File: config.mk
export PLATFORM = sky130hd
export DESIGN_NAME = aiwn_ctrl
export DESIGN_NICKNAME = d
export VERILOG_FILES = /design/src/rtl/aiwn_pkg.sv /design/src/rtl/aiwn_ctrl.sv
export SDC_FILE = /design/constraint.sdc
export NUM_CORES = 1
export LEC_CHECK = 0
export ABC_CLOCK_PERIOD_IN_PS = 1850
export BUFFER_PORTS_ARGS = -buffer_cell sky130_fd_sc_hd__buf_4
export CELL_PAD_IN_SITES_DETAIL_PLACEMENT = 1
export CELL_PAD_IN_SITES_GLOBAL_PLACEMENT = 2
export CORE_MARGIN = 2
export CORE_UTILIZATION = 24
export DETAILED_ROUTE_END_ITERATION = 12
export GPL_TIMING_DRIVEN = 0
export PLACE_DENSITY_LB_ADDON = 0.1
export SETUP_SLACK_MARGIN = 0.4
export SLEW_MARGIN = 40
export SYNTH_ARGS = -nofsm -noshare
export SYNTH_HDL_FRONTEND = slang
export SYNTH_SLANG_ARGS = --single-unit
export TNS_END_PERCENT = 1
File: constraint.sdc
create_clock -name clock -period 1.85 [get_ports clock]
set_input_delay 0.0925 -clock clock [delete_from_list [all_inputs] [get_ports clock]]
set_output_delay 0.0925 -clock clock [all_outputs]
set_load 0.01 [all_outputs]
File: src/rtl/aiwn_pkg.sv
// ----------------------------------------------------------------------------
// aiwn_pkg
// Shared constants, types and register indexes of the inverse affine warp.
// ----------------------------------------------------------------------------
package aiwn_pkg;

   // Frame store geometry and fixed-point format
   localparam int MAX_WIDTH  = 1024;
   localparam int MAX_HEIGHT = 512;
   localparam int FRAC_BITS  = 16;

   localparam int COL_W  = $clog2(MAX_WIDTH);
   localparam int ROW_W  = $clog2(MAX_HEIGHT);
   localparam int ADDR_W = ROW_W + COL_W;
   localparam int DEPTH  = MAX_WIDTH * MAX_HEIGHT;

   // Field widths
   localparam int CHAN_W = 8;
   localparam int PIX_W  = 3 * CHAN_W;
   localparam int COEF_W = 32;
   localparam int FW_W   = 11;
   localparam int FH_W   = 10;
   localparam int IDX_W  = 3;

   // Datapath widths: unsigned row/col as a signed multiplier operand
   localparam int OPND_W  = ((COL_W > ROW_W) ? COL_W : ROW_W) + 1;
   localparam int PROD_W  = COEF_W + OPND_W;
   localparam int ACC_W   = PROD_W + 1;
   localparam int COORD_W = ACC_W - FRAC_BITS;

   // Round half away from zero: add half, or half minus one below zero
   localparam logic signed [ACC_W-1:0] RND_POS = ACC_W'(1) << (FRAC_BITS - 1);
   localparam logic signed [ACC_W-1:0] RND_NEG = RND_POS - ACC_W'(1);

   // Register indexes
   localparam logic [IDX_W-1:0] REG_COL_PER_COL = 3'd0;
   localparam logic [IDX_W-1:0] REG_COL_PER_ROW = 3'd1;
   localparam logic [IDX_W-1:0] REG_COL_OFFSET  = 3'd2;
   localparam logic [IDX_W-1:0] REG_ROW_PER_COL = 3'd3;
   localparam logic [IDX_W-1:0] REG_ROW_PER_ROW = 3'd4;
   localparam logic [IDX_W-1:0] REG_ROW_OFFSET  = 3'd5;
   localparam logic [IDX_W-1:0] REG_FRAME_WIDTH = 3'd6;
   localparam logic [IDX_W-1:0] REG_FRAME_HEIGHT = 3'd7;

   // Multiply step codes
   localparam logic [1:0] STEP_XC = 2'd0;  // col coefficient of x times col
   localparam logic [1:0] STEP_XR = 2'd1;  // row coefficient of x times row
   localparam logic [1:0] STEP_YC = 2'd2;  // col coefficient of y times col
   localparam logic [1:0] STEP_YR = 2'd3;  // row coefficient of y times row

   typedef struct packed {
      logic signed [COEF_W-1:0] col_per_col;
      logic signed [COEF_W-1:0] col_per_row;
      logic signed [COEF_W-1:0] col_offset;
      logic signed [COEF_W-1:0] row_per_col;
      logic signed [COEF_W-1:0] row_per_row;
      logic signed [COEF_W-1:0] row_offset;
      logic [FW_W-1:0]          frame_width;
      logic [FH_W-1:0]          frame_height;
   } cfg_type;

   typedef struct packed {
      logic       load_wr;   // write request pixel into the store
      logic       capture;   // latch produce coordinates and range error
      logic       mul_en;    // form one product
      logic [1:0] mul_step;  // which product
      logic       acc_init;  // load accumulators with the offsets
      logic       acc_en;    // add product into an accumulator
      logic       acc_y;     // accumulator select: 0 x, 1 y
      logic       round_en;  // round both accumulators
      logic       read_en;   // read the store, check bounds
      logic       resp_en;   // load the result registers
   } cmd_type;

   typedef struct packed {
      logic req_err;         // destination outside frame
   } status_type;

endpackage

File: src/rtl/aiwn_ctrl.sv
// ----------------------------------------------------------------------------
// aiwn_ctrl
// Sequencer: steps the shared multiplier, rounding, store read and result.
// ----------------------------------------------------------------------------
module aiwn_ctrl (
   input  logic                 clock,
   input  logic                 reset,
   input  logic                 start,
   input  logic                 req_mode,
   input  aiwn_pkg::status_type status,
   output logic                 busy,
   output aiwn_pkg::cmd_type    cmd
);

   localparam logic [2:0] S_IDLE  = 3'd0;
   localparam logic [2:0] S_CALC  = 3'd1;
   localparam logic [2:0] S_ACC   = 3'd2;
   localparam logic [2:0] S_ROUND = 3'd3;
   localparam logic [2:0] S_READ  = 3'd4;
   localparam logic [2:0] S_RESP  = 3'd5;

   logic [2:0] state_ff, state_in;
   logic [1:0] step_ff, step_in;
   logic       accept;

   assign busy   = (state_ff != S_IDLE);
   assign accept = start && !busy;

   always_comb begin
      state_in = state_ff;
      step_in  = step_ff;
      cmd      = '0;
      unique case (state_ff)
         S_IDLE: begin
            cmd.load_wr = accept && !req_mode;
            cmd.capture = accept && req_mode;
            step_in     = aiwn_pkg::STEP_XC;
            if (accept && req_mode) begin
               state_in = S_CALC;
            end
         end
         S_CALC: begin
            cmd.mul_en   = 1'b1;
            cmd.mul_step = step_ff;
            cmd.acc_init = (step_ff == aiwn_pkg::STEP_XC);
            cmd.acc_en   = (step_ff != aiwn_pkg::STEP_XC);
            // product of the previous step lands here
            cmd.acc_y    = (step_ff == aiwn_pkg::STEP_YR);
            step_in      = step_ff + 2'd1;
            if (step_ff == aiwn_pkg::STEP_XC && status.req_err) begin
               step_in  = aiwn_pkg::STEP_XC;
               state_in = S_RESP;
            end else if (step_ff == aiwn_pkg::STEP_YR) begin
               state_in = S_ACC;
            end
         end
         S_ACC: begin
            cmd.acc_en = 1'b1;
            cmd.acc_y  = 1'b1;
            state_in   = S_ROUND;
         end
         S_ROUND: begin
            cmd.round_en = 1'b1;
            state_in     = S_READ;
         end
         S_READ: begin
            cmd.read_en = 1'b1;
            state_in    = S_RESP;
         end
         S_RESP: begin
            cmd.resp_en = 1'b1;
            state_in    = S_IDLE;
         end
         default: begin
            state_in = S_IDLE;
         end
      endcase
   end

   always_ff @(posedge clock) begin
      if (reset) begin
         state_ff <= S_IDLE;
         step_ff  <= aiwn_pkg::STEP_XC;
      end else begin
         state_ff <= state_in;
         step_ff  <= step_in;
      end
   end

   // a load never occupies the sequencer
   a_load_no_busy: assert property (@(posedge clock) disable iff (reset)
      accept && !req_mode |=> !busy)
      else $error("load transfer made the block busy");

   // the step count only runs inside the multiply phase
   a_step_idle: assert property (@(posedge clock) disable iff (reset)
      state_ff != S_CALC |-> step_ff == aiwn_pkg::STEP_XC)
      else $error("multiply step count left running");

endmodule

# --- Yosys cells after proc, flatten, opt, wreduce, memory -nomap -nowiden ---
# Cells that the tools add are included.
totals:
  register_bits: 5
  in_bits: 5
  out_inout_bits: 12
  elab_cells: 35
op_classes:
  add_sub_neg: 1
  eq_ne: 8
  muxes: 12
  n_reduce_logical: 12
op_table:
  columns: ["operator", "n"]
  rows:
  - ["3-bit case mux with 5 select lines", 1]
  - ["3-bit two-way mux", 3]
  - ["2-bit case mux with 2 select lines", 2]
  - ["3-bit by 2-bit == test with 1-bit output, second input constant", 2]
  - ["3-bit == test, second input constant", 2]
  - ["1-bit logical AND", 4]
  - ["2-bit two-way mux", 2]
  - ["4-bit two-way mux", 1]
  - ["2-bit nonzero test", 2]
  - ["3-bit by 1-bit == test with 1-bit output, second input constant", 1]
  - ["3-bit logical NOT", 1]
  - ["1-bit two-way mux", 3]
  - ["3-bit inequality test, second input constant", 1]
  - ["3-bit nonzero test", 1]
  - ["2-bit by 1-bit adder with 2-bit output, second input constant", 1]
  - ["2-bit == test, second input constant", 1]
  - ["1-bit logical NOT", 2]
  - ["2-bit logical NOT", 1]
  - ["2-bit inequality test, second input constant", 1]
  - ["2-bit AND reduction", 1]

# --- Logic depth before layout (Yosys ltp) ---
# Gate-level depths: netlist of run 1.
logic_depth:
  depth_word: 6
  ltp_mapped: 5
  mapped_depth_nobuf: 5

# --- Worst setup path after synthesis of run 1 ---
# No wires, ideal clock.
synth_timing:
  path_kind: "reg-to-reg"
  from: "register state_ff[0]"
  to: "register state_ff[0]"
  setup_ns: 0.066
  t_arrival_ns: 1.029
  required_ns: 1.784
  slack_ns: 0.755
  stages_incl_launch_ff: 5
  n_path_buf: 1
  period_less_slack_ns: 1.095
  path_cell_list: "dfxtp_1 > buf_6 > nor3b_4 > a21bo_1 > a21oi_2"
synth_between:
  elab_chain_cells: 6
  word_cells_on_any_way: 13
  cone_classes: "eq/ne: 6; mux: 1; reduce/logical: 6"
synth_lines:
  columns: ["element", "line_no", "source"]
  rows:
  - ["start, declared", "aiwn_ctrl.sv:22", "logic [2:0] state_ff, state_in;"]
  - ["start signal, assigned", "aiwn_ctrl.sv:85", "state_ff <= state_in;"]
  - ["3-bit nonzero test", "aiwn_ctrl.sv:26", "assign busy = (state_ff != S_IDLE);"]
  - ["1-bit logical NOT", "aiwn_ctrl.sv:27", "assign accept = start && !busy;"]
  - ["1-bit logical AND", "aiwn_ctrl.sv:27", null]
  - ["1-bit logical AND", "aiwn_ctrl.sv:38", "if (accept && req_mode) begin"]
  - ["2-bit inequality test (no source line)", null, null]
  - ["2-bit AND reduction (no source line)", null, null]
# Parallel ways exist; a longest one is shown, timed or not.
# A chain may end at the register's enable or synchronous reset.

==> results of run 1 <==
Yosys cell counts:
master	number	area [sq um]
a211o_1	1	8.76
a211oi_1	2	15.0
a21bo_1	1	10.0
a21o_1	1	7.51
a21oi_1	4	20.0
a21oi_2	1	8.76
a31oi_1	1	6.26
and2_1	4	25.0
and2b_1	1	7.51
and3_1	2	12.5
buf_2	1	5.00
buf_4	1	7.51
buf_6	1	11.3
dfxtp_1	5	100
ha_1	2	25.0
inv_1	4	15.0
nand2_1	3	11.3
nand2b_1	2	12.5
nand3_1	2	10.0
nand4_1	1	6.26
nor2_1	3	11.3
nor3_1	1	5.00
nor3b_2	1	12.5
nor3b_4	1	18.8
o21ai_0	2	10.0
repair_timing:
| item | 4_1_cts | 5_1_grt |
|---|---|---|
| gates resized for setup | 1 | 3 |
| pin swaps | 0 | 0 |
| endpoints found under the setup margin | 3 | 5 |
| hold endpoints to repair | 0 | 0 |
stage by stage:
step | setup WS (ps) | cell area [sq um] | hold slack (ps)
floorplan | 755 | 383 | 155
global placement | 601 | 523 | 307
detailed placement | 630 | 523 | 311
CTS | 381 | 554 | 49.5
global route | 348 | 559 | 41.0
finish | 449 | 559 | 39.9
cell families after synthesis:
family | after synthesis | share of synthesized area (%)
buffers and inverters | 7 | 10.1
adder cells (fa/ha/maj) | 2 | 6.53
AND/OR/NAND/NOR | 21 | 34.6
flip-flops | 5 | 26.1
AO/OA/AOI/OAI | 13 | 22.6
per-layer routing:
layer	vias to the layer above	global-route usage (%)	wire length, um
met5	-	0	0
met4	0	9.09	27
met3	4	2.50	50
met2	10	16.2	478
met1	185	17.4	499
li1	205	-	-
report_power, final:
part | leakage, nW | total, mW | switching (mW) | internal (mW)
clock network | 0.0150 | 0.137 | 0.0548 | 0.0822
logic | 0.213 | 0.103 | 0.0498 | 0.0532
registers | 0.0416 | 0.118 | 0.00450 | 0.113
path summary, 6_finish.rpt:
path / slack, ps / endpoint / from
setup / recovery: 450 / cmd[9] / state_ff[2]$_SDFFE_PP0P_
hold / removal: 40 / step_ff[1]$_SDFFE_PP0P_ / reset
setup reg to reg: 710 / state_ff[0]$_SDFFE_PP0P_ / state_ff[0]$_SDFFE_PP0P_
hold reg to reg: 490 / step_ff[1]$_SDFFE_PP0P_ / step_ff[1]$_SDFFE_PP0P_
sequential cells by signal, indices dropped and copies added (netlist names):
name and flops:
state_ff 3, step_ff 2
worst max-delay path, stage by stage (launching register included):
cell,delay [ps]
dfxtp_1,410
buf_2,260
nor3_2,80
and3_1,180
buf_4,140
final cells by class:
class / count / area, sq um
Sequential cell: 5 / 103
Timing Repair Buffer: 16 / 120
Inverter: 4 / 15.0
Buffer: 3 / 23.8
Clock buffer: 4 / 26.3
Tap cell: 16 / 20.0
Fill cell: 200 / 947
Multi-Input combinational cell: 36 / 251
==> flow_metrics.tcl, run 1 <==
set metrics [dict create \
    powerDensity_nw_per_um2 640 \
    final_cells 84 \
    hold_viol 0 \
    utilization_pct 37.1 \
    start_util_pct 25.4 \
    syn_inst 48 \
    vias_per_cell 4.81 \
    gr-total-overflow 0 \
    ctsHoldBuffers 0 \
    mostFrequentLayoutCells "buf_4, inv_1, and2_1, a21oi_1" \
    ys_ff_latch 5 \
    drive_gt1_share_pct 42.6 \
    clock-root-buffer "clkbuf_4" \
    leakage_nw 0.270 \
    synth_cell_types 25 \
    rsz0062_at_grt "true" \
    placedCellCount 80 \
    timing.fmax_mhz 714 \
    io_buffers 16 \
    ys_warn_count 0 \
    startpoint_type "register" \
    cp_data_required_time_ps 1760 \
    clkTransAtPathRegs_ps 50 \
    slew_headroom_pct 85.9 \
    hold_path.class "primary input to register" \
    maxCapViolCount 0 \
    grt_max_degree 11 \
    layout_commonest_cell "buf_4" \
    gp_congestion 0.694 \
    postRouteAntennaNets 0 \
    worst_slew_pin_slew_ps 211 \
    worstSetupPathType "register to output pin" \
    arrival_ps 1310 \
    num_vias 404 \
    routed_wl_mm 1.06 \
    core-area_sq_um 1510 \
    drtPass1Iterations 3 \
    antenna_found_initial 0 \
    die_area_sq_um 1930 \
    setup_violations 0 \
    ys_seq_area_share_pct 26.1 \
    finalCritPeriodShare_pct 75.7 \
    worst-path-max-fanout 10 \
    fp.dieH_um 43.9 \
    drc 0 \
    syn_area_per_cell_sq_um 7.98 \
    total_power_mw 0.358 \
    outcome "finished, final reports clean" \
    grt_usage_pct 12.3 \
    rows 14 \
    place_hpwl_um 776 \
    peakVddDrop_mv 0.273 \
    n_antenna_cell 0 \
    cts_sinks 5 \
    grt_pass1_vias 362 \
    ff2ff_path_depth 4 \
    clk_latency_ps 250 \
    min_period_ps 1400 \
    syn_nets 55 \
    first_iter_violations 4 \
    endpoint_kind "output pin" \
    cts_setup_buffers 0 \
    nNetsFinal 76 \
    area_delta_synth_final_pct 46.1 \
    min_path_cells 2 \
    htreeDepth 1 \
    skew_ps 5.09 \
    ctsLongestPathBuffers 2 \
    cts_tree "done" \
    fin_tns_setup_ps 0 \
    cts_buffers 3 \
    slew_violations 0 \
    avgRoutedWirePerCell_um 12.6 \
    num_io_pins 17 \
    grt_pass1_wl_mm 1.70 \
    synth_area_sq_um 383 \
    die_w_um 43.9 \
]
(Power assumes the default switching activity.)
==> run 2, diff against run 1 <==
--- a/config.mk
+++ b/config.mk
@@ -5,12 +5,12 @@
 export SDC_FILE = /design/constraint.sdc
 export NUM_CORES = 1
 export LEC_CHECK = 0
-export ABC_CLOCK_PERIOD_IN_PS = 1850
+export ABC_CLOCK_PERIOD_IN_PS = 1200
 export BUFFER_PORTS_ARGS = -buffer_cell sky130_fd_sc_hd__buf_4
 export CELL_PAD_IN_SITES_DETAIL_PLACEMENT = 1
 export CELL_PAD_IN_SITES_GLOBAL_PLACEMENT = 2
 export CORE_MARGIN = 2
-export CORE_UTILIZATION = 24
+export CORE_UTILIZATION = 20
 export DETAILED_ROUTE_END_ITERATION = 12
 export GPL_TIMING_DRIVEN = 0
 export PLACE_DENSITY_LB_ADDON = 0.1
==> constraint.sdc (replaced) <==
create_clock -name clock -period 1.2 [get_ports clock]
set_input_delay 0.06 -clock clock [delete_from_list [all_inputs] [get_ports clock]]
set_output_delay 0.06 -clock clock [all_outputs]
set_load 0.01 [all_outputs]
==> run 2 against run 1 <==
  * The flow now finishes with violations (negative setup slack)
  * First-iteration DRC count decreased by 50%
  * Global-route usage decreased by 1.9 points
  * Flip-flop and latch count unchanged
  * Wire length decreased by 3.4%
  * Register-to-register slack got worse by 610 ps
  * Cell count increased by 13%
  * Utilization increased by 0.32 points
  * Clock power increased by 42%
  * Via count increased by 6.2%
  * Critical endpoint is now cmd[6]
  * Largest cell class unchanged
==> flow_metrics.tcl, run 2 (synthesized netlist as in run 1, its figures left out) <==
set metrics [dict create \
    io_buffers 16 \
    drc 0 \
    min_period_ps 1260 \
    num_io_pins 17 \
    die_w_um 47.8 \
    setup_violations 8 \
    ctsHoldBuffers 0 \
    total_power_mw 0.568 \
    clock-root-buffer "clkbuf_4" \
    startpoint_type "register" \
    reg_top3 "state_ff (3), step_ff (2)" \
    start_util_pct 21.7 \
    ctsLongestPathBuffers 2 \
    layout_commonest_cell "buf_4" \
    worst_slew_pin_slew_ps 234 \
    rows 15 \
    vias_per_cell 4.52 \
    grt_max_degree 11 \
    endpoint_kind "output pin" \
    skew_ps 0.887 \
    num_vias 429 \
    leakage_nw 0.306 \
    core-area_sq_um 1760 \
    antenna_found_initial 0 \
    area_delta_synth_final_pct 72.5 \
    htreeDepth 1 \
    drive_gt1_share_pct 62.9 \
    arrival_ps 1200 \
    maxCapViolCount 0 \
    grt_pass1_vias 360 \
    drtPass1Iterations 4 \
    mostFrequentLayoutCells "buf_4, buf_6, dfxtp_2" \
    gr-total-overflow 0 \
    nNetsFinal 78 \
    routed_wl_mm 1.02 \
    slew_headroom_pct 84.4 \
    postRouteAntennaNets 0 \
    cts_buffers 3 \
    place_area_sq_um 538 \
    outcome "finished, violations left" \
    rsz0062_at_grt "true" \
    violations "negative setup slack" \
    grt_usage_pct 10.4 \
    seq_area_sq_um 109 \
    slew_violations 0 \
    post-route-worst-setup-slack_ps -63.1 \
    hold_path.class "primary input to register" \
    cts_tree "done" \
    hold_viol 0 \
    gp_congestion 0.677 \
    n_antenna_cell 0 \
    regMostFlops "state_ff" \
    finalCritPeriodShare_pct 105 \
    worst-path-max-fanout 7 \
    powerDensity_nw_per_um2 860 \
    avgRoutedWirePerCell_um 10.7 \
    peakVddDrop_mv 0.403 \
    first_iter_violations 2 \
    clkTransAtPathRegs_ps 40 \
    cp_data_required_time_ps 1140 \
    fin_area_sq_um 661 \
    clk_latency_ps 240 \
    multi_input_area_sq_um 292 \
    fp.dieH_um 47.8 \
    timing.fmax_mhz 792 \
    cts_sinks 5 \
    place_hpwl_um 774 \
    worstSetupPathType "register to output pin" \
    fin_hold_ws_ps 8.27 \
    nFillCells 221 \
    grt_pass1_wl_mm 1.60 \
    largest_register_ffs 3 \
    die_area_sq_um 2280 \
]
## run 2: report_power, final
group	total, mW	internal [mW]	switching (mW)
sequential	0.184	0.176	0.00815
clock	0.194	0.126	0.0679
combinational	0.191	0.104	0.0865
## run 2: worst max-delay path, cell delays in order (launching register included)
cell and delay (ps):
dfxtp_2 310, buf_6 120, nor3b_4 260, and2_4 180, buf_6 90
## run 2: final cells by class
class | count | area share [%]
multi-input cells | 36 | 44.1
plain buffers | 3 | 6.25
clock buffers | 4 | 3.98
inverters | 4 | 2.27
repair buffers | 18 | 22.2
well taps | 25 | 4.73
flip-flops and latches | 5 | 16.5
## run 2: worst paths after layout
kind                            startpoint                  endpoint  slack (ps)  cells past startpoint
setup / recovery  state_ff[0]$_SDFFE_PP0P_                    cmd[6]         -60                      4
hold / removal                       reset  state_ff[0]$_SDFFE_PP0P_           8                      2
setup reg to reg  state_ff[0]$_SDFFE_PP0P_  state_ff[0]$_SDFFE_PP0P_         100                      4
hold reg to reg    step_ff[1]$_SDFFE_PP0P_   step_ff[1]$_SDFFE_PP0P_         500                      2
## run 2: timing repair
action / 4_1_cts / 5_1_grt
setup buffers: 2 / 0
endpoints found under the setup margin: 17 / 17
resized for setup: 15 / 11
pin swaps: 10 / 5
## run 2: through the flow
step | utilization [%] | instances | setup WS [ps] | setup TNS, ps
4_1_cts | 35.3 | 95 | -78.2 | -568
2_1_floorplan | - | 48 | 127 | 0
5_1_grt | 37.4 | 95 | -136 | -1070
3_5_place_dp | 30.5 | 89 | 30.7 | 0
6_report | 37.4 | 95 | -63.1 | -402
3_3_place_gp | 30.5 | 89 | 19.8 | 0
## run 2: metal layers
layer  vias up  routed length (um)  global-route usage, %
li1        213                   -                      -
met5         -                   0                      0
met4         0                  13                   3.24
met2        12                 444                   13.1
met1       202                 499                   15.6
met3         2                  62                   4.53
