==> src/rtl/aiwn_pkg.sv <==
// ----------------------------------------------------------------------------
// aiwn_pkg
// Shared constants, types and register indexes of the inverse affine warp.
// ----------------------------------------------------------------------------
package aiwn_pkg;

   // Frame store geometry and fixed-point format
   localparam int MAX_WIDTH  = 1024;
   localparam int MAX_HEIGHT = 512;
   localparam int FRAC_BITS  = 16;

   localparam int COL_W  = $clog2(MAX_WIDTH);
   localparam int ROW_W  = $clog2(MAX_HEIGHT);
   localparam int ADDR_W = ROW_W + COL_W;
   localparam int DEPTH  = MAX_WIDTH * MAX_HEIGHT;

   // Field widths
   localparam int CHAN_W = 8;
   localparam int PIX_W  = 3 * CHAN_W;
   localparam int COEF_W = 32;
   localparam int FW_W   = 11;
   localparam int FH_W   = 10;
   localparam int IDX_W  = 3;

   // Datapath widths: unsigned row/col as a signed multiplier operand
   localparam int OPND_W  = ((COL_W > ROW_W) ? COL_W : ROW_W) + 1;
   localparam int PROD_W  = COEF_W + OPND_W;
   localparam int ACC_W   = PROD_W + 1;
   localparam int COORD_W = ACC_W - FRAC_BITS;

   // Round half away from zero: add half, or half minus one below zero
   localparam logic signed [ACC_W-1:0] RND_POS = ACC_W'(1) << (FRAC_BITS - 1);
   localparam logic signed [ACC_W-1:0] RND_NEG = RND_POS - ACC_W'(1);

   // Register indexes
   localparam logic [IDX_W-1:0] REG_COL_PER_COL = 3'd0;
   localparam logic [IDX_W-1:0] REG_COL_PER_ROW = 3'd1;
   localparam logic [IDX_W-1:0] REG_COL_OFFSET  = 3'd2;
   localparam logic [IDX_W-1:0] REG_ROW_PER_COL = 3'd3;
   localparam logic [IDX_W-1:0] REG_ROW_PER_ROW = 3'd4;
   localparam logic [IDX_W-1:0] REG_ROW_OFFSET  = 3'd5;
   localparam logic [IDX_W-1:0] REG_FRAME_WIDTH = 3'd6;
   localparam logic [IDX_W-1:0] REG_FRAME_HEIGHT = 3'd7;

   // Multiply step codes
   localparam logic [1:0] STEP_XC = 2'd0;  // col coefficient of x times col
   localparam logic [1:0] STEP_XR = 2'd1;  // row coefficient of x times row
   localparam logic [1:0] STEP_YC = 2'd2;  // col coefficient of y times col
   localparam logic [1:0] STEP_YR = 2'd3;  // row coefficient of y times row

   typedef struct packed {
      logic signed [COEF_W-1:0] col_per_col;
      logic signed [COEF_W-1:0] col_per_row;
      logic signed [COEF_W-1:0] col_offset;
      logic signed [COEF_W-1:0] row_per_col;
      logic signed [COEF_W-1:0] row_per_row;
      logic signed [COEF_W-1:0] row_offset;
      logic [FW_W-1:0]          frame_width;
      logic [FH_W-1:0]          frame_height;
   } cfg_type;

   typedef struct packed {
      logic       load_wr;   // write request pixel into the store
      logic       capture;   // latch produce coordinates and range error
      logic       mul_en;    // form one product
      logic [1:0] mul_step;  // which product
      logic       acc_init;  // load accumulators with the offsets
      logic       acc_en;    // add product into an accumulator
      logic       acc_y;     // accumulator select: 0 x, 1 y
      logic       round_en;  // round both accumulators
      logic       read_en;   // read the store, check bounds
      logic       resp_en;   // load the result registers
   } cmd_type;

   typedef struct packed {
      logic req_err;         // destination outside frame
   } status_type;

endpackage

==> src/rtl/aiwn_csr.sv <==
// ----------------------------------------------------------------------------
// aiwn_csr
// Configuration register file: inverse matrix and frame size.
// ----------------------------------------------------------------------------
module aiwn_csr (
   input  logic                         clock,
   input  logic                         reset,
   input  logic                         csr_write_enable,
   input  logic [aiwn_pkg::IDX_W-1:0]   csr_index,
   input  logic [aiwn_pkg::COEF_W-1:0]  csr_write_data,
   output aiwn_pkg::cfg_type            cfg
);

   aiwn_pkg::cfg_type cfg_ff;

   always_ff @(posedge clock) begin
      if (reset) begin
         cfg_ff.col_per_col  <= aiwn_pkg::COEF_W'(1) << aiwn_pkg::FRAC_BITS;
         cfg_ff.col_per_row  <= '0;
         cfg_ff.col_offset   <= '0;
         cfg_ff.row_per_col  <= '0;
         cfg_ff.row_per_row  <= aiwn_pkg::COEF_W'(1) << aiwn_pkg::FRAC_BITS;
         cfg_ff.row_offset   <= '0;
         cfg_ff.frame_width  <= aiwn_pkg::FW_W'(640);
         cfg_ff.frame_height <= aiwn_pkg::FH_W'(480);
      end else if (csr_write_enable) begin
         unique case (csr_index)
            aiwn_pkg::REG_COL_PER_COL:  cfg_ff.col_per_col  <= csr_write_data;
            aiwn_pkg::REG_COL_PER_ROW:  cfg_ff.col_per_row  <= csr_write_data;
            aiwn_pkg::REG_COL_OFFSET:   cfg_ff.col_offset   <= csr_write_data;
            aiwn_pkg::REG_ROW_PER_COL:  cfg_ff.row_per_col  <= csr_write_data;
            aiwn_pkg::REG_ROW_PER_ROW:  cfg_ff.row_per_row  <= csr_write_data;
            aiwn_pkg::REG_ROW_OFFSET:   cfg_ff.row_offset   <= csr_write_data;
            aiwn_pkg::REG_FRAME_WIDTH:
               cfg_ff.frame_width  <= csr_write_data[aiwn_pkg::FW_W-1:0];
            aiwn_pkg::REG_FRAME_HEIGHT:
               cfg_ff.frame_height <= csr_write_data[aiwn_pkg::FH_W-1:0];
            default: ;
         endcase
      end
   end

   assign cfg = cfg_ff;

endmodule

==> config.mk <==
export PLATFORM = sky130hd
export DESIGN_NAME = aiwn_csr
export DESIGN_NICKNAME = d
export VERILOG_FILES = /design/src/rtl/aiwn_pkg.sv /design/src/rtl/aiwn_csr.sv
export SDC_FILE = /design/constraint.sdc
export NUM_CORES = 1
export LEC_CHECK = 0
export BUFFER_PORTS_ARGS = -buffer_cell sky130_fd_sc_hd__buf_2
export CORE_MARGIN = 8
export CORE_UTILIZATION = 41
export CTS_BUF_LIST = sky130_fd_sc_hd__clkbuf_4
export DETAILED_ROUTE_END_ITERATION = 7
export GPL_TIMING_DRIVEN = 0
export PLACE_DENSITY_LB_ADDON = 0.25
export SYNTH_ARGS = -nofsm -noshare
export SYNTH_HDL_FRONTEND = slang
export SYNTH_SLANG_ARGS = --single-unit
==> constraint.sdc <==
create_clock -name clock -period 3.6 [get_ports clock]
set_input_delay 0.72 -clock clock [delete_from_list [all_inputs] [get_ports clock]]
set_output_delay 0.72 -clock clock [all_outputs]
set_load 0.02 [all_outputs]
## Word-level counts from Yosys, hierarchy flattened

Cells that the tools add are included.

| storage, ports and cells | value |
|---|---|
| flip-flop bits (word level) | 213 |
| input bits | 38 |
| output and inout bits | 213 |
| word-level logic and storage cells | 24 |

| operators by class | value |
|---|---|
| equal/unequal tests | 7 |
| reductions and logical operators | 9 |

Operators with widths:

| cell | number |
|---|---|
| $reduce_and 2->1 | 8 |
| $eq 3x3->1 const B | 4 |
| $eq 3x2->1 const B | 2 |
| $eq 3x1->1 const B | 1 |
| $logic_not 3->1 | 1 |

## Logic depth before layout (Yosys ltp)

Gate-level depths: netlist of the first run.

| logic depth | value |
|---|---|
| word-level depth | 2 |
| depth in mapped cells | 5 |
| depth with buffers taken out | 2 |

## Worst setup path before layout of the first run

OpenSTA, ideal clock, no wires.

| path | value |
|---|---|
| path kind | in2reg |
| start | input port csr_index[2] (netlist name) |
| end | register cfg_ff, in the netlist cfg[202] |
| setup time | 0.124 ns |
| arrival | 1.707 ns |
| required time | 3.476 ns |
| slack | 1.769 ns |
| stages on the path | 5 |
| path buffers | 3 |
| cell sequence | buf_6 > or4b_1 > buf_6 > buf_8 > mux2i_1 |

| on the way | value |
|---|---|
| longest elaborated chain between the ends | 2 |

RTL lines:

| item | RTL line | RTL |
|---|---|---|
| start, declared | aiwn_csr.sv:9 | `input logic [aiwn_pkg::IDX_W-1:0] csr_index,` |
| $logic_not 3->1 | aiwn_csr.sv:27 | `unique case (csr_index)` |
| $reduce_and 2->1 (no line) | - |  |
| end, declared | aiwn_csr.sv:14 | `aiwn_pkg::cfg_type cfg_ff;` |

Every way passes these cells.
A chain may end at the register's enable or synchronous reset.

==> results.sh, run 1 <==
export IMPL_cts_tree="built"
export IMPL_grt_util_met2_pct=33.3
export IMPL_h_tree_depth=2
export IMPL_core_um2=20100
export IMPL_syn_num_nets=787
export IMPL_synth_top_area_share_pct=51.2
export IMPL_ys_seq_elements=213
export IMPL_power_density_nw_per_um2=462
export IMPL_reg2reg_to="cfg[84]"
export IMPL_drc=0
export IMPL_outcome="completed"
export IMPL_worst_pin_slew_ns=0.821
export IMPL_max_freq_ghz=0.514
export IMPL_postCtsSetupRepairBufs=0
export IMPL_place_congestion=0.770
export IMPL_drt_iter0_markers=241
export IMPL_final_util_pct=52.7
export IMPL_cts_root_buffer="clkbuf_4"
export IMPL_ys_top_cells_by_area="dfxtp_1 51%, mux2i_1 26%, nand2b_1 18%"
export IMPL_hold_viol_final=0
export IMPL_fillCellCount=1878
export IMPL_drv_slew=0
export IMPL_worstPathMaxFanout=10
export IMPL_syn_to_final_growth_pct=27.3
export IMPL_yosysSeqAreaShare_pct=51.2
export IMPL_largest_register_ffs=213
export IMPL_met3_usage_pct=6.68
export IMPL_final_cell_mix="268 x buf_2, 237 x nand2b_1, 213 x mux2i_1, 213 x dfxtp_1, 81 x clkbuf_4"
export IMPL_cpMaxStageDelayCell="clkbuf_1"
export IMPL_gr_total_overflow=0
export IMPL_syn_avg_cell_area_um2=11.1
export IMPL_vias=6379
export IMPL_track_usage_pct=20.0
export IMPL_io_pins=251
export IMPL_ctsHoldBuffers=0
export IMPL_dp_hpwl_mm=18.4
export IMPL_finClkSkew_ns=0
export IMPL_crit_path_end_kind="flop"
export IMPL_ctsResizeCount=0
export IMPL_critPathKind="in -> reg"
export IMPL_cts_sinks=213
export IMPL_power_leakage_nw=5.73
export IMPL_synth_top_area_cell="dfxtp_1"
export IMPL_grt_max_degree=15
export IMPL_numCtsBuffers=55
export IMPL_drt_total_wl_mm=25.4
export IMPL_cp_arrival_ns=2.46
export IMPL_rsz0062_at_grt="false"
export IMPL_grt_pass1_vias=6712
export IMPL_rows=52
export IMPL_r2r_start="cfg[84]"
export IMPL_grt_pass1_wl_mm=38.4
export IMPL_yosysWarningCount=0
export IMPL_clockBufferDepth=3
export IMPL_crit_chain="clkbuf_1 -> clkbuf_1 -> clkbuf_1 -> nand2b_1 -> mux2i_1"
export IMPL_synth_distinct_cells=17
export IMPL_slowest_delay_ns=0.51
export IMPL_worstHoldPathCells=3
export IMPL_clk_latency_ns=0.65
export IMPL_start_util_pct=41.4
export IMPL_cp_top_family="buffers and inverters"
export IMPL_path_clk_slew_ns=0.06
export IMPL_fp_dieW_um=159
export IMPL_maxSlewHeadroom_pct=45.3
export IMPL_fin_nets=1093
export IMPL_min_from="csr_write_data[6]"
export IMPL_final_common_cell="buf_2"
export IMPL_hold_class="in -> reg"
export IMPL_required_ns=4.12
export IMPL_whs_endpoint="cfg[6]"
export IMPL_synth_area_um2=8330
export IMPL_fp_dieH_um=159
export IMPL_r2r_slack_ns=2.96
export IMPL_whs_ns=0.361
export IMPL_top_usage_layer="met2"
export IMPL_drive_gt1_share_pct=32.9
export IMPL_min_period_ns=1.95
export IMPL_maxCapViolCount=0
export IMPL_tns_ns=0
export IMPL_die_area_um2=25100
export IMPL_routedWlPerCell_um=18.6
export IMPL_dr_pass1_iters=4
export IMPL_antenna_found_initial=4
export IMPL_path_buf_inv=3
export IMPL_r2r_cells=2
export IMPL_synth_cells=749
export IMPL_fin_crit_sh_pct=54.1
export IMPL_antenna_left=0
export IMPL_start_kind="input pin"
export IMPL_met1_usage_pct=23.6
export IMPL_peakVddDrop_mv=0.267
export IMPL_viasPerCell=4.67
export IMPL_setup_viol=0
export IMPL_cpMostUsedCell="clkbuf_1"
export IMPL_io_buffers=249
## worst reg2reg max path, cell delays in order, from the launching register on
cell	delay, ns
dfxtp_1	0.35
nand2b_1	0.07
mux2i_1	0.14
## power breakdown
part / switching (W) / internal (W) / leakage (nW)
sequential: 0.0000291 / 0.00241 / 1.72
combinational: 0.000248 / 0.000158 / 3.59
clock: 0.000961 / 0.00109 / 0.413
total: 0.00124 / 0.00366 / 5.73
## metal layers
| layer | up-vias | routed length [um] |
|---|---|---|
| met2 | 201 | 11900 |
| li1 | 3119 | - |
| met5 | - | 12 |
| met1 | 3013 | 10900 |
| met3 | 44 | 2090 |
| met4 | 2 | 570 |
## worst max-delay path by stage
stage / start / to / slack [ns] / cells after the start
final: reset / cfg[178] / 1.65 / 5
after global routing: reset / cfg[178] / 1.47 / 5
after CTS: reset / cfg[178] / 1.59 / 5
after detailed placement: reset / cfg[178] / 0.90 / 5
after global placement: reset / cfg[178] / 0.97 / 5
after floorplan: csr_index[2] / cfg[202] / 1.77 / 5
## logic make-up after synthesis
kind of cell	synth area share, %
flip-flops	51.2
AND/OR/NAND/NOR	19.7
buffers and inverters	3.49
multiplexers	25.6
## synth_stat cells
master and instances:
buf_6 2, mux2i_1 213, buf_8 1, nor4bb_1 1, buf_4 3, nand4b_1 3
nand2b_1 237, nand4bb_1 3, nor2_1 14, and4b_1 1, buf_2 19, buf_1 4
nand4_1 1, or4b_1 1, nor4b_1 1, dfxtp_1 213, clkbuf_1 32
## layout make-up
type / count / area [um^2] / area share [%]
diodes: 3 / 7.51 / 0.0708
plain buffers: 61 / 290 / 2.74
clock buffers: 81 / 608 / 5.73
clock inverters: 13 / 77.6 / 0.732
multi-input cells: 475 / 3770 / 35.6
flip-flops and latches: 213 / 4260 / 40.2
well taps: 270 / 338 / 3.19
repair buffers: 249 / 1250 / 11.8
## per-stage QoR
stage / area [um^2] / instances / total power, W / worst slack [ns]
finish: 10600 / 1365 / 0.00490 / 1.65
global route: 10600 / 1365 / 0.00512 / 1.47
global placement: 9910 / 1268 / 0.00290 / 0.966
CTS: 10600 / 1362 / 0.00497 / 1.59
floorplan: 8330 / 749 / 0.00274 / 1.77
detailed placement: 9910 / 1268 / 0.00290 / 0.905
Power figures use the tool's default switching activity.
==> run 2: changes to the inputs <==
ABC_AREA = 1   (was default)
clock period = 1.9 ns   (was 3.6 ns; I/O delays follow)
==> results.sh, run 2 <==
export IMPL_die_area_um2=25100
export IMPL_p_switching_w=0.00276
export IMPL_syn_avg_cell_area_um2=6.95
export IMPL_synth_edf_count=0
export IMPL_drt_total_wl_mm=29.8
export IMPL_whs_endpoint="cfg[116]"
export IMPL_hold_viol_final=0
export IMPL_yosys_cell_count_top_type="nor2_1"
export IMPL_start_kind="flop"
export IMPL_drv_slew=0
export IMPL_routedWlPerCell_um=16.4
export IMPL_min_period_ns=1.57
export IMPL_ctsResizeCount=0
export IMPL_min_from="csr_write_data[31]"
export IMPL_max_freq_ghz=0.635
export IMPL_path_clk_slew_ns=0.06
export IMPL_syn_to_final_growth_pct=28.6
export IMPL_cts_tree="built"
export IMPL_crit_chain="buf_2"
export IMPL_drt_iter0_markers=463
export IMPL_worstHoldPathCells=5
export IMPL_whs_ns=0.168
export IMPL_antenna_found_initial=2
export IMPL_hold_class="in -> reg"
export IMPL_synth_mux_area_share_pct=0
export IMPL_synth_compound_area_share_pct=0.0601
export IMPL_required_ns=1.52
export IMPL_r2r_cells=2
export IMPL_multi_input_area_um2=3530
export IMPL_antenna_left=0
export IMPL_numCtsBuffers=56
export IMPL_cpMaxStageDelayCell="dfxtp_1"
export IMPL_p_clk_share_pct=40.8
export IMPL_ys_seq_elements=213
export IMPL_fp_dieH_um=159
export IMPL_worstPathMaxFanout=2
export IMPL_ys_top_cells_by_area="dfxtp_1 51%, nor2_1 19%, nand3_1 12%"
export IMPL_fin_nets=1552
export IMPL_fin_crit_sh_pct=82.9
export IMPL_seq_area_um2=4260
export IMPL_cp_top_family="flip-flops"
export IMPL_outcome="completed"
export IMPL_tns_ns=0
export IMPL_syn_num_nets=1238
export IMPL_grt_pass1_vias=8036
export IMPL_path_buf_inv=1
export IMPL_final_common_cell="nor2_1"
export IMPL_r2r_slack_ns=1.29
export IMPL_io_buffers=250
export IMPL_dp_hpwl_mm=21.9
export IMPL_yosysSeqAreaShare_pct=51.2
export IMPL_synth_distinct_cells=15
export IMPL_internal_power_w=0.00725
export IMPL_vias=8651
export IMPL_synth_area_um2=8330
export IMPL_setup_viol=0
export IMPL_rsz0062_at_grt="false"
export IMPL_finClkSkew_ns=0
export IMPL_clk_latency_ns=0.65
export IMPL_final_util_pct=53.3
export IMPL_core_um2=20100
export IMPL_peakVddDrop_mv=0.570
export IMPL_dr_pass1_iters=7
export IMPL_synth_top_area_share_pct=51.2
export IMPL_io_pins=251
export IMPL_yosys_area_share_xor_xnor_pct=0
export IMPL_synthArstFlopShare_pct=0
export IMPL_viasPerCell=4.74
export IMPL_place_congestion=0.819
export IMPL_crit_path_end_kind="output pin"
export IMPL_power_leakage_nw=5.47
export IMPL_crit_cells=1
export IMPL_worst_pin_slew_ns=0.655
export IMPL_p_sw_share_pct=27.5
export IMPL_largest_register_ffs=213
export IMPL_yosysWarningCount=0
export IMPL_synth_top_family_by_area="simple AND/OR/NAND/NOR gates"
export IMPL_cp_arrival_ns=1.19
export IMPL_cts_root_buffer="clkbuf_4"
export IMPL_track_usage_pct=23.2
export IMPL_maxCapViolCount=0
export IMPL_fillCellCount=2101
export IMPL_drive_gt1_share_pct=26.4
export IMPL_final_cell_mix="416 x nor2_1, 303 x buf_2, 233 x nand2_1"
export IMPL_grt_max_degree=15
export IMPL_start_util_pct=41.5
export IMPL_pwr_share_comb_pct=12.2
export IMPL_grt_pass1_wl_mm=44.7
export IMPL_cts_sinks=213
export IMPL_synth_ff_type="dfxtp_1"
export IMPL_synth_simple_area_share_pct=42.3
export IMPL_slowest_delay_ns=0.36
export IMPL_critPathKind="reg -> out"
export IMPL_rows=52
export IMPL_synth_top_area_cell="dfxtp_1"
export IMPL_maxSlewHeadroom_pct=56.3
export IMPL_power_density_nw_per_um2=934
export IMPL_gr_total_overflow=0
export IMPL_fp_dieW_um=159
export IMPL_drc=0
export IMPL_clockBufferDepth=3
export IMPL_reg2reg_to="cfg[142]"
export IMPL_synth_fa_ha_area_share_pct=0
export IMPL_r2r_start="cfg[142]"
export IMPL_ys_top_cells_by_count="416 x nor2_1, 233 x nand2_1, 213 x dfxtp_1, 207 x nand3_1, 53 x buf_2"
export IMPL_seqPwrFrac_pct=47.0
export IMPL_h_tree_depth=2
export IMPL_synth_cells=1200
run 2: cell types whose count changed in the layout (fill, tap and decap cells not counted), moves of 4 or more:
cell and delta:
nor2_1 +402, nand2b_1 -237, nand2_1 +233, mux2i_1 -213
nand3_1 +207, inv_1 +36, buf_2 +35, clkbuf_1 -21
buf_1 +12, clkbuf_4 +10, dlygate4sd3_1 +6, clkinv_1 -5
nor2_2 +4
run 2: worst max-delay path by stage:
stage | slack [ns] | start | endpoint
6_report | 0.33 | cfg[114] | cfg[114]
5_1_grt | 0.24 | cfg[111] | cfg[111]
4_1_cts | 0.26 | cfg[112] | cfg[112]
3_5_place_dp | 0.08 | csr_write_enable | cfg[171]
3_3_place_gp | 0.11 | csr_write_enable | cfg[172]
2_1_floorplan | 0.66 | csr_write_enable | cfg[166]
run 2: cell families after synthesis:
group	Yosys count
and+or+nand+nor	863
DFF	213
AOI/OAI and AO/OA	1
buffers and inverters	123
run 2: worst min-delay path: cells and delay by family:
kind,cells,cell delay [ns]
simple gates,3,0.23
buf+inv,2,0.18
run 2: cell type report:
class / count / area share [%]
Antenna cell: 2 / 0.0467
Buffer: 83 / 3.63
Clock buffer: 91 / 6.37
Clock inverter: 5 / 0.432
Inverter: 40 / 1.40
Multi-Input combinational cell: 864 / 32.9
Sequential cell: 213 / 39.8
Tap cell: 270 / 3.15
Timing Repair Buffer: 256 / 12.2
run 2: through the flow:
step / setup WS [ns] / instances / instance area, um^2 / power (W)
after floorplan: 0.659 / 1200 / 8330 / 0.00556
after global placement: 0.112 / 1720 / 9920 / 0.00600
after detailed placement: 0.0809 / 1720 / 9920 / 0.00601
after CTS: 0.263 / 1822 / 10700 / 0.0101
after global routing: 0.241 / 1824 / 10700 / 0.0105
final: 0.325 / 1824 / 10700 / 0.0100
run 2: power groups by stage:
stage	clock (W)	combinational, W	sequential, W
after floorplan	0	0.000572	0.00499
after CTS	0.00417	0.00123	0.00470
after detailed placement	0	0.00121	0.00480
final	0.00408	0.00123	0.00470
after global routing	0.00442	0.00134	0.00472
after global placement	0	0.00120	0.00480
run 2: layer usage:
layer	GRT usage, %	wire length [um]
met5	0	0
met4	8.35	694
met3	5.81	2330
met2	38.8	14200
met1	28.3	12600
run 2: what timing repair did:
item | 4_1_cts | 5_1_grt
endpoints found under the hold margin | 8 | 0
setup buffers | 0 | 0
hold buffers | 6 | 0
==> run 3: changes to the inputs <==
ABC_AREA = 0   (was 1)
clock period = 1.4 ns   (was 1.9 ns; I/O delays follow)
==> results.sh, run 3 (synthesis results as in run 1) <==
export IMPL_syn_to_final_growth_pct=58.1
export IMPL_hold_viol_final=0
export IMPL_tns_ns=-0.224
export IMPL_seq_area_um2=4530
export IMPL_p_clk_share_pct=41.1
export IMPL_critPathKind="reg -> out"
export IMPL_max_freq_ghz=0.699
export IMPL_final_common_cell="nand2b_1"
export IMPL_cpMaxStageDelayCell="dfxtp_2"
export IMPL_min_period_ns=1.43
export IMPL_p_switching_w=0.00332
export IMPL_placed_cells=1268
export IMPL_start_util_pct=41.4
export IMPL_cp_arrival_ns=1.15
export IMPL_outcome="complete, but fails checks"
export IMPL_seqPwrFrac_pct=48.6
export IMPL_violations="setup timing"
export IMPL_maxSlewHeadroom_pct=44.6
export IMPL_drt_iter0_markers=251
export IMPL_maxCapViolCount=0
export IMPL_core_um2=20100
export IMPL_required_ns=1.12
export IMPL_fp_dieH_um=159
export IMPL_power_density_nw_per_um2=988
export IMPL_cts_root_buffer="clkbuf_4"
export IMPL_finClkSkew_ns=0
export IMPL_worst_pin_slew_ns=0.831
export IMPL_gr_total_overflow=0
export IMPL_worstPathMaxFanout=2
export IMPL_cts_sinks=213
export IMPL_clk_latency_ns=0.65
export IMPL_fillCellCount=1556
export IMPL_antenna_left=0
export IMPL_hold_class="in -> reg"
export IMPL_p_sw_share_pct=25.5
export IMPL_crit_path_end_kind="output pin"
export IMPL_rsz0062_at_grt="true"
export IMPL_fp_dieW_um=159
export IMPL_numCtsBuffers=55
export IMPL_cp_top_family="flip-flops"
export IMPL_instances_no_fill=1489
export IMPL_clockBufferDepth=3
export IMPL_fin_ws_ns=-0.0301
export IMPL_die_area_um2=25100
export IMPL_start_kind="flop"
export IMPL_slowest_delay_ns=0.36
export IMPL_path_clk_slew_ns=0.08
export IMPL_drc=0
export IMPL_peakVddDrop_mv=0.713
export IMPL_grt_pass1_wl_mm=41.5
export IMPL_dr_pass1_iters=4
export IMPL_final_cell_mix="237 x nand2b_1, 215 x buf_6, 213 x mux2i_1, 213 x dfxtp_2, 120 x buf_4"
export IMPL_pwr_share_comb_pct=10.3
export IMPL_vias=6910
export IMPL_io_pins=251
export IMPL_fin_crit_sh_pct=102
export IMPL_cts_tree="built"
export IMPL_dp_hpwl_mm=18.4
export IMPL_place_congestion=0.770
export IMPL_io_buffers=249
export IMPL_grt_max_degree=15
export IMPL_routedWlPerCell_um=19.0
export IMPL_multi_input_area_um2=3770
export IMPL_fin_nets=1218
export IMPL_power_leakage_nw=6.66
export IMPL_rows=52
export IMPL_track_usage_pct=21.7
export IMPL_largest_register_ffs=213
export IMPL_viasPerCell=4.64
export IMPL_setup_viol=34
export IMPL_drv_slew=0
export IMPL_antenna_found_initial=3
export IMPL_drive_gt1_share_pct=56.9
export IMPL_crit_chain="buf_6"
export IMPL_internal_power_w=0.00969
export IMPL_grt_pass1_vias=7315
export IMPL_drt_total_wl_mm=28.3
export IMPL_h_tree_depth=2
export IMPL_path_buf_inv=1
-- run 3: metrics by stage --
| stage | power [W] | setup WS (ns) | utilization, % | cell area, um^2 | hold WS, ns |
|---|---|---|---|---|---|
| after global placement | 0.00746 | -0.794 | 49.3 | 9910 | 0.454 |
| after detailed placement | 0.00746 | -0.855 | 49.3 | 9910 | 0.459 |
| after floorplan | 0.00705 | 0.00889 | - | 8330 | 0.441 |
| after CTS | 0.0130 | -0.0783 | 62.9 | 12600 | 0.00332 |
| final | 0.0130 | -0.0301 | 65.5 | 13200 | 0.0445 |
| after global routing | 0.0136 | -0.0925 | 65.5 | 13200 | 0.0290 |
-- run 3: cell type report --
cell class                      instances  area share (%)
Sequential cell                       213            34.4
Multi-Input combinational cell        475            28.7
Timing Repair Buffer                  374            26.9
Clock buffer                           81            4.62
Tap cell                              270            2.57
Buffer                                 61            2.23
Clock inverter                         13           0.589
Antenna cell                            2          0.0380
-- run 3: timing repair --
action | in CTS | in global routing
resized for setup | 640 | 4
hold buffers | 8 | 0
pin swaps | 0 | 0
endpoints found under the hold margin | 22 | 0
setup buffers | 49 | 68
endpoints found under the setup margin | 325 | 233
-- run 3: power groups by stage --
stage	Clock (W)	Sequential, W	Combinational [W]
after CTS	0.00545	0.00632	0.00128
final	0.00535	0.00632	0.00133
after global placement	0	0.00640	0.00105
after global routing	0.00583	0.00633	0.00142
after detailed placement	0	0.00640	0.00106
after floorplan	0	0.00656	0.000495
-- run 3: layer usage --
layer	vias up	GRT usage [%]	routed length, um
met3	35	6.70	1940
met5	-	0	10
li1	3366	-	-
met2	207	37.9	14100
met1	3300	24.4	11600
met4	2	7.68	616
-- run 3: path summary, 6_finish.rpt --
kind,start,to,slack [ns],depth (start not counted)
setup / recovery,cfg[71],cfg[71],-0.03,1
hold / removal,csr_write_data[18],cfg[135],0.04,3
setup reg to reg,cfg[55],cfg[55],0.53,4
hold reg to reg,cfg[173],cfg[173],0.48,2
